--- config.mk ---
export PLATFORM = sky130hd
export DESIGN_NAME = vsd_outq_flat
export DESIGN_NICKNAME = d
export VERILOG_FILES = /design/src/rtl/vsd_pkg.sv /design/src/rtl/vsd_res_if.sv /design/src/rtl/vsd_outq.sv /design/src/flat_wrapper.sv
export SDC_FILE = /design/constraint.sdc
export NUM_CORES = 1
export LEC_CHECK = 0
export BUFFER_PORTS_ARGS = -buffer_cell sky130_fd_sc_hd__buf_2
export CELL_PAD_IN_SITES_DETAIL_PLACEMENT = 0
export CELL_PAD_IN_SITES_GLOBAL_PLACEMENT = 1
export CORE_ASPECT_RATIO = 0.9
export CORE_MARGIN = 8
export CORE_UTILIZATION = 40
export CTS_BUF_LIST = sky130_fd_sc_hd__clkbuf_16
export CTS_CLUSTER_DIAMETER = 150
export DETAILED_ROUTE_END_ITERATION = 16
export GPL_TIMING_DRIVEN = 0
export PLACE_DENSITY = 0.75
export SETUP_SLACK_MARGIN = 0.5
export SYNTH_ARGS = -nofsm -noshare
export SYNTH_HDL_FRONTEND = slang
export SYNTH_SLANG_ARGS = --single-unit
--- constraint.sdc ---
create_clock -name i_clk -period 8.7 [get_ports i_clk]
set_clock_uncertainty 0.05 [all_clocks]
set_input_delay 0.435 -clock i_clk [delete_from_list [all_inputs] [get_ports i_clk]]
set_output_delay 0.435 -clock i_clk [all_outputs]
set_load 0.01 [all_outputs]
--- src/rtl/vsd_pkg.sv ---
// Shared constants, codes and types of the voxel speck detector.
// Depends on nothing; every other file of the block refers to it by scoped names.
`default_nettype none
package vsd_pkg;

    // Defaults of the top-level parameters.
    localparam int MAX_SIDE_DEF   = 512;
    localparam int TYPE_BITS_DEF  = 8;
    localparam int COUNT_BITS_DEF = 40;

    // Fixed widths of the channel fields.
    localparam int REQ_W      = 2;
    localparam int VOX_W      = 8;
    localparam int POS_W      = 42;
    localparam int CNT_W      = 40;
    localparam int CFG_IDX_W  = 3;
    localparam int CFG_DATA_W = 42;
    localparam int SIZE_XY_W  = 10;
    localparam int SIZE_Z_W   = 11;
    localparam int CLAMP_W    = 12;

    // Depth of the result queue.
    localparam int OUTQ_DEPTH = 4;
    localparam int OUTQ_AW    = $clog2(OUTQ_DEPTH);

    // Request codes.
    localparam logic [REQ_W-1:0] REQ_VOXEL = 2'd0;
    localparam logic [REQ_W-1:0] REQ_READ  = 2'd1;
    localparam logic [REQ_W-1:0] REQ_CLEAR = 2'd2;

    // Result kinds.
    localparam logic KIND_SPECK = 1'b0;
    localparam logic KIND_READ  = 1'b1;

    // Register indexes.
    localparam logic [CFG_IDX_W-1:0] CFG_SIZE_X   = 3'd0;
    localparam logic [CFG_IDX_W-1:0] CFG_SIZE_Y   = 3'd1;
    localparam logic [CFG_IDX_W-1:0] CFG_SIZE_Z   = 3'd2;
    localparam logic [CFG_IDX_W-1:0] CFG_ORIGIN_X = 3'd3;
    localparam logic [CFG_IDX_W-1:0] CFG_ORIGIN_Y = 3'd4;
    localparam logic [CFG_IDX_W-1:0] CFG_ORIGIN_Z = 3'd5;
    localparam logic [CFG_IDX_W-1:0] CFG_AIR      = 3'd6;

    // Register reset values.
    localparam logic [SIZE_XY_W-1:0] SIZE_X_RST = 10'd258;
    localparam logic [SIZE_XY_W-1:0] SIZE_Y_RST = 10'd258;
    localparam logic [SIZE_Z_W-1:0]  SIZE_Z_RST = 11'd66;
    localparam int                   SIDE_MIN   = 3;

    // Number of neighbours of a voxel.
    localparam int NB_CNT = 6;

    // Verdict of the stencil for the voxel under judgement.
    typedef struct packed {
        logic surf;
        logic speck;
    } t_jctl;

    // Update of the tally store for the item in its last stage.
    typedef struct packed {
        logic bump_surf;
        logic bump_speck;
        logic clear;
    } t_tally_op;

    // One result beat.
    typedef struct packed {
        logic             kind;
        logic [POS_W-1:0] speck_x;
        logic [POS_W-1:0] speck_y;
        logic [POS_W-1:0] speck_z;
        logic [VOX_W-1:0] was_type;
        logic [VOX_W-1:0] becomes_type;
        logic [CNT_W-1:0] surface_count;
        logic [CNT_W-1:0] speck_count;
    } t_res;

endpackage
`default_nettype wire

--- src/rtl/vsd_res_if.sv ---
// Result channel of the voxel speck detector: valid, ready and one result beat.
// Depends on vsd_pkg for the field widths.
`default_nettype none
interface vsd_res_if;
    logic                      valid;
    logic                      ready;
    logic                      kind;
    logic [vsd_pkg::POS_W-1:0] speck_x;
    logic [vsd_pkg::POS_W-1:0] speck_y;
    logic [vsd_pkg::POS_W-1:0] speck_z;
    logic [vsd_pkg::VOX_W-1:0] was_type;
    logic [vsd_pkg::VOX_W-1:0] becomes_type;
    logic [vsd_pkg::CNT_W-1:0] surface_count;
    logic [vsd_pkg::CNT_W-1:0] speck_count;

    modport source (output valid, kind, speck_x, speck_y, speck_z, was_type, becomes_type,
                    surface_count, speck_count, input ready);
    modport sink   (input valid, kind, speck_x, speck_y, speck_z, was_type, becomes_type,
                    surface_count, speck_count, output ready);
endinterface
`default_nettype wire

--- src/rtl/vsd_outq.sv ---
// Small result queue that parts the pipeline from the result receiver.
// Depends on vsd_pkg and vsd_res_if.
`default_nettype none
module vsd_outq (
    input  wire                        i_clk,
    input  wire                        i_rst_n,
    input  wire                        i_push,
    input  vsd_pkg::t_res              i_data,
    output logic [vsd_pkg::OUTQ_AW:0]  o_count,
    vsd_res_if.source                  o_res
);
    localparam int AW = vsd_pkg::OUTQ_AW;

    vsd_pkg::t_res r_q [vsd_pkg::OUTQ_DEPTH];
    logic [AW-1:0] r_wp, r_rp;
    logic [AW:0]   r_cnt;
    logic          pop;
    vsd_pkg::t_res head;

    assign pop     = o_res.valid && o_res.ready;
    assign o_count = r_cnt;
    assign head    = r_q[r_rp];

    always_ff @(posedge i_clk) begin
        if (i_push) begin
            r_q[r_wp] <= i_data;
        end
    end

    always_ff @(posedge i_clk) begin
        if (!i_rst_n) begin
            r_wp  <= '0;
            r_rp  <= '0;
            r_cnt <= '0;
        end else begin
            if (i_push) begin
                r_wp <= r_wp + 1'b1;
            end
            if (pop) begin
                r_rp <= r_rp + 1'b1;
            end
            r_cnt <= r_cnt + (AW+1)'(i_push) - (AW+1)'(pop);
        end
    end

    assign o_res.valid         = (r_cnt != '0);
    assign o_res.kind          = head.kind;
    assign o_res.speck_x       = head.speck_x;
    assign o_res.speck_y       = head.speck_y;
    assign o_res.speck_z       = head.speck_z;
    assign o_res.was_type      = head.was_type;
    assign o_res.becomes_type  = head.becomes_type;
    assign o_res.surface_count = head.surface_count;
    assign o_res.speck_count   = head.speck_count;
endmodule
`default_nettype wire

--- src/flat_wrapper.sv ---
// flat-port wrapper written by rule: the top's interface ports become plain ports
module vsd_outq_flat 
  (i_clk, i_rst_n, i_push, i_data, o_count, o_res_valid, o_res_kind, o_res_speck_x, o_res_speck_y, o_res_speck_z, o_res_was_type, o_res_becomes_type, o_res_surface_count, o_res_speck_count, o_res_ready);
  vsd_res_if o_res_i ();
  input  wire i_clk;
  input  wire i_rst_n;
  input  wire i_push;
  input  vsd_pkg::t_res i_data;
  output logic [vsd_pkg::OUTQ_AW:0] o_count;
  output wire logic [$bits(o_res_i.valid)-1:0] o_res_valid;
  output wire logic [$bits(o_res_i.kind)-1:0] o_res_kind;
  output wire logic [$bits(o_res_i.speck_x)-1:0] o_res_speck_x;
  output wire logic [$bits(o_res_i.speck_y)-1:0] o_res_speck_y;
  output wire logic [$bits(o_res_i.speck_z)-1:0] o_res_speck_z;
  output wire logic [$bits(o_res_i.was_type)-1:0] o_res_was_type;
  output wire logic [$bits(o_res_i.becomes_type)-1:0] o_res_becomes_type;
  output wire logic [$bits(o_res_i.surface_count)-1:0] o_res_surface_count;
  output wire logic [$bits(o_res_i.speck_count)-1:0] o_res_speck_count;
  input wire logic [$bits(o_res_i.ready)-1:0] o_res_ready;
  assign o_res_valid = o_res_i.valid;
  assign o_res_kind = o_res_i.kind;
  assign o_res_speck_x = o_res_i.speck_x;
  assign o_res_speck_y = o_res_i.speck_y;
  assign o_res_speck_z = o_res_i.speck_z;
  assign o_res_was_type = o_res_i.was_type;
  assign o_res_becomes_type = o_res_i.becomes_type;
  assign o_res_surface_count = o_res_i.surface_count;
  assign o_res_speck_count = o_res_i.speck_count;
  assign o_res_i.ready = o_res_ready;
  vsd_outq u_core (.i_clk(i_clk), .i_rst_n(i_rst_n), .i_push(i_push), .i_data(i_data), .o_count(o_count), .o_res(o_res_i));
endmodule
==> out/qor.txt <==
Post-DP HPWL: 46.1 mm
# placed instances: 2,738
Type of element capturing the critical path: output port
All-Layer GR Usage: 0.152
Worst slew slack as a fraction of its limit: 0.366
Crit share post-route: 0.405
Layout cells sized above 1: 0.405
Core area: 81,100 µm²
Nature of the critical path startpoint: flop
Post-route standard cell area excluding fillers: 41,800 µm²
PortBufs: 453
Status: completed
Smallest setup slack after layout: 5.18 ns
Clock tree sinks: 901
Switching part of the total power: 0.247
Count of state elements after synthesis: 901
Setup slack at placement: 5.62 ns
Path depth of the worst reg2reg path: 5
Non-filler cells in the finished layout: 3,120
Remaining design rule violation count: 0
Required time at the endpoint of the critical path: 8.22 ns
Clock tree from TritonCTS: done
Number of buffers created by CTS: 90
Area of the mapped netlist: 32,700 µm²
Maximum clock frequency: 284 MHz
Root buffer selected by CTS: sky130_fd_sc_hd__clkbuf_16
Total setup violations reported at the end of the flow: 0
Simple logic cell fraction of the synthesized area: 0.00252
Worst vdd ir: 0.210 mV
Sequential share of the synthesized area: 0.824
CTS hold repair buffers: 223
Unrepaired setup endpoints after global routing: no
Complex-gate fraction of the synthesized area: 0.000535
XOR/XNOR share of the synthesized area: 0.000955
# Max-Cap Violations: 0
Post-layout minimum cycle time: 3.52 ns
Clock Latency Late Sink: 0.62 ns
Worst min-delay path class: primary input to flop
Power density over cell area: 257 nW/µm²
Detailed Route WL: 70.9 mm
Number of synthesis warnings: 0
Portion of netlist area occupied by mux cells: 0.157
Synthesized-area fraction occupied by adder cells: 0.00290
Number of I/O pins: 454
First-pass GRT wire length: 106 mm
Width of the chip: 318 µm
DIE HEIGHT: 287 µm
Setup repair bufs after CTS: 0
Initial antenna violation count: 3
GRT overflow: 0
Pin count of the biggest net entering global routing: 58
Violation count after the first detailed-routing iteration: 1,208
Switching power: 2.65 mW
P_leak: 14.3 nW
Area post-placement: 36,800 µm²
Die outline area: 91,300 µm²
Fin Hold WS: 0.0918 ns
Number of cells on the worst hold path: 2
Number of instances resized during post-cts repair: 0
Number of buffers on the longest clock path: 3
Critical path class: flop to output port
Synth unique cells: 21
Gate count of the mapped netlist: 1,209
Site row count: 99
Post-DR wirelength/cell: 22.7 µm
Final sum of negative setup slack: 0 ns
Number of global-route vias before repair: 17,200
Relative contribution of sequential cells to total power: 0.471
Total chip power: 10.7 mW
H-tree level count: 3
Clk network pwr share: 0.338
Transition at the pin with the smallest max-transition slack: 0.951 ns
Vias/cell: 5.03
Weighted congestion reported at the end of routability-driven placement: 0.717
Largest fanout on the critical path: 11
Clock slew at the register clock pins of the worst setup and hold paths: 0.06 ns
Final net count: 2,227
Synthesis-to-finish area growth: 27.5%
Finished Core Util: 0.515
Mean area per synthesized cell: 27.1 µm²
Worst R2R Setup Slack: 6.31 ns
Total count of max-transition violations in the final report: 0
Number of iterations in the first detailed-routing pass: 5
Crit path arrival time: 3.04 ns
Combinational family with the most area after synthesis: multiplexers
Initial core utilization: 0.404
Number of vias in the routed layout: 15,700
Antenna-violating nets left: 0
Logic gate share of total power: 0.191
Number of endpoints with negative hold slack in the final report: 0
Number of nets in the synthesized netlist: 1,443
Internal power component: 8.06 mW
synthesized netlist by cell type:
master                     number  area share
sky130_fd_sc_hd__nand2_1        2     0.00023
sky130_fd_sc_hd__inv_1          6     0.00069
sky130_fd_sc_hd__ha_1           6      0.0023
sky130_fd_sc_hd__o31a_1         1     0.00027
sky130_fd_sc_hd__o311ai_0       1     0.00027
sky130_fd_sc_hd__clkbuf_1       6     0.00069
sky130_fd_sc_hd__xor2_1         1     0.00027
sky130_fd_sc_hd__mux2i_1        4      0.0012
sky130_fd_sc_hd__mux4_1        24       0.019
sky130_fd_sc_hd__nor2b_1        1     0.00019
sky130_fd_sc_hd__buf_2         24      0.0037
sky130_fd_sc_hd__nand2b_1       2     0.00038
sky130_fd_sc_hd__mux4_2       199        0.14
sky130_fd_sc_hd__dfxtp_1        9      0.0055
sky130_fd_sc_hd__xnor3_1        1     0.00069
sky130_fd_sc_hd__edfxtp_1     892        0.82
sky130_fd_sc_hd__and2_1         8      0.0015
sky130_fd_sc_hd__buf_6         18      0.0062
sky130_fd_sc_hd__fa_1           1     0.00061
sky130_fd_sc_hd__or3_1          1     0.00019
sky130_fd_sc_hd__buf_8          2     0.00092
per-layer routing:
layer  vias to the layer above  routed length (µm)  GRT usage  part of all wire
li1                       6884                   -          -                 -
met1                      8195               28300      0.187              0.40
met2                       477               36000      0.258              0.51
met3                       125                4560     0.0430             0.064
met4                         2                2020     0.0507             0.028
met5                         -                  10          0           0.00014
placed cells by master (no fill, tap or decap), drive strengths merged:
cell         instances
fa                   1
xnor3                1
o311ai               1
clkinv              34
mux2i                4
dlygate4sd3        223
clkbuf              97
clkinvlp             1
nand2                2
edfxtp             892
inv                 30
buf                513
ha                   6
or3                  1
o31a                 1
mux4               223
xor2                 1
bufinv               6
and2                 8
nand2b               2
diode                3
nor2b                1
dfxtp                9
cell type report:
cell class	count	area (µm²)
antenna	3	7.51
buffer	50	375
clock buffer	91	2280
clock inverter	65	463
fill	6232	39400
inverter	6	22.5
multi-input combinational	252	5390
sequential	901	27000
tap	1060	1330
timing repair buffer	692	4930
worst max-delay path, cell delays in order (launching register included):
cell and delay [ns]:
sky130_fd_sc_hd__dfxtp_1 0.30, sky130_fd_sc_hd__buf_2 0.24, sky130_fd_sc_hd__clkbuf_1 0.75, sky130_fd_sc_hd__buf_2 0.46
sky130_fd_sc_hd__mux4_1 0.46, sky130_fd_sc_hd__buf_2 0.21
final timing paths:
check            startpoint                 end
max                    flop   o_res_speck_z[28]
min reg2reg  u_core.r_rp[0]      u_core.r_rp[0]
min                 i_rst_n      u_core.r_wp[0]
max reg2reg  u_core.r_wp[1]  u_core.r_q[1][154]
state kept, by name, indices dropped and copies added, names as in the netlist, named ones only:
register        cells
u_core.r_rp         2
u_core.r_wp         2
u_core.o_count      3
u_core.r_q        892
cell families (layout without fill, tap and decap cells):
logic type / count (synthesis) / after routing
muxes: 227 / 227
other: 0 / 3
adders and majority gates: 7 / 7
DFF: 901 / 901
xor gates and xnor gates: 2 / 2
AOI/OAI and AO/OA: 2 / 2
buffers and inverters: 56 / 904
and+or+nand+nor: 14 / 14
power groups by stage:
stage	clock (mW)	sequential, mW	combinational, mW
after CTS	3.71	5.05	2.12
after detailed placement	0	5.14	2.02
after global placement	0	5.21	1.97
after global routing	3.86	5.06	2.20
after floorplan	0	5.17	1.21
final	3.62	5.04	2.05
No activity file was read; power rests on OpenSTA's default activity.
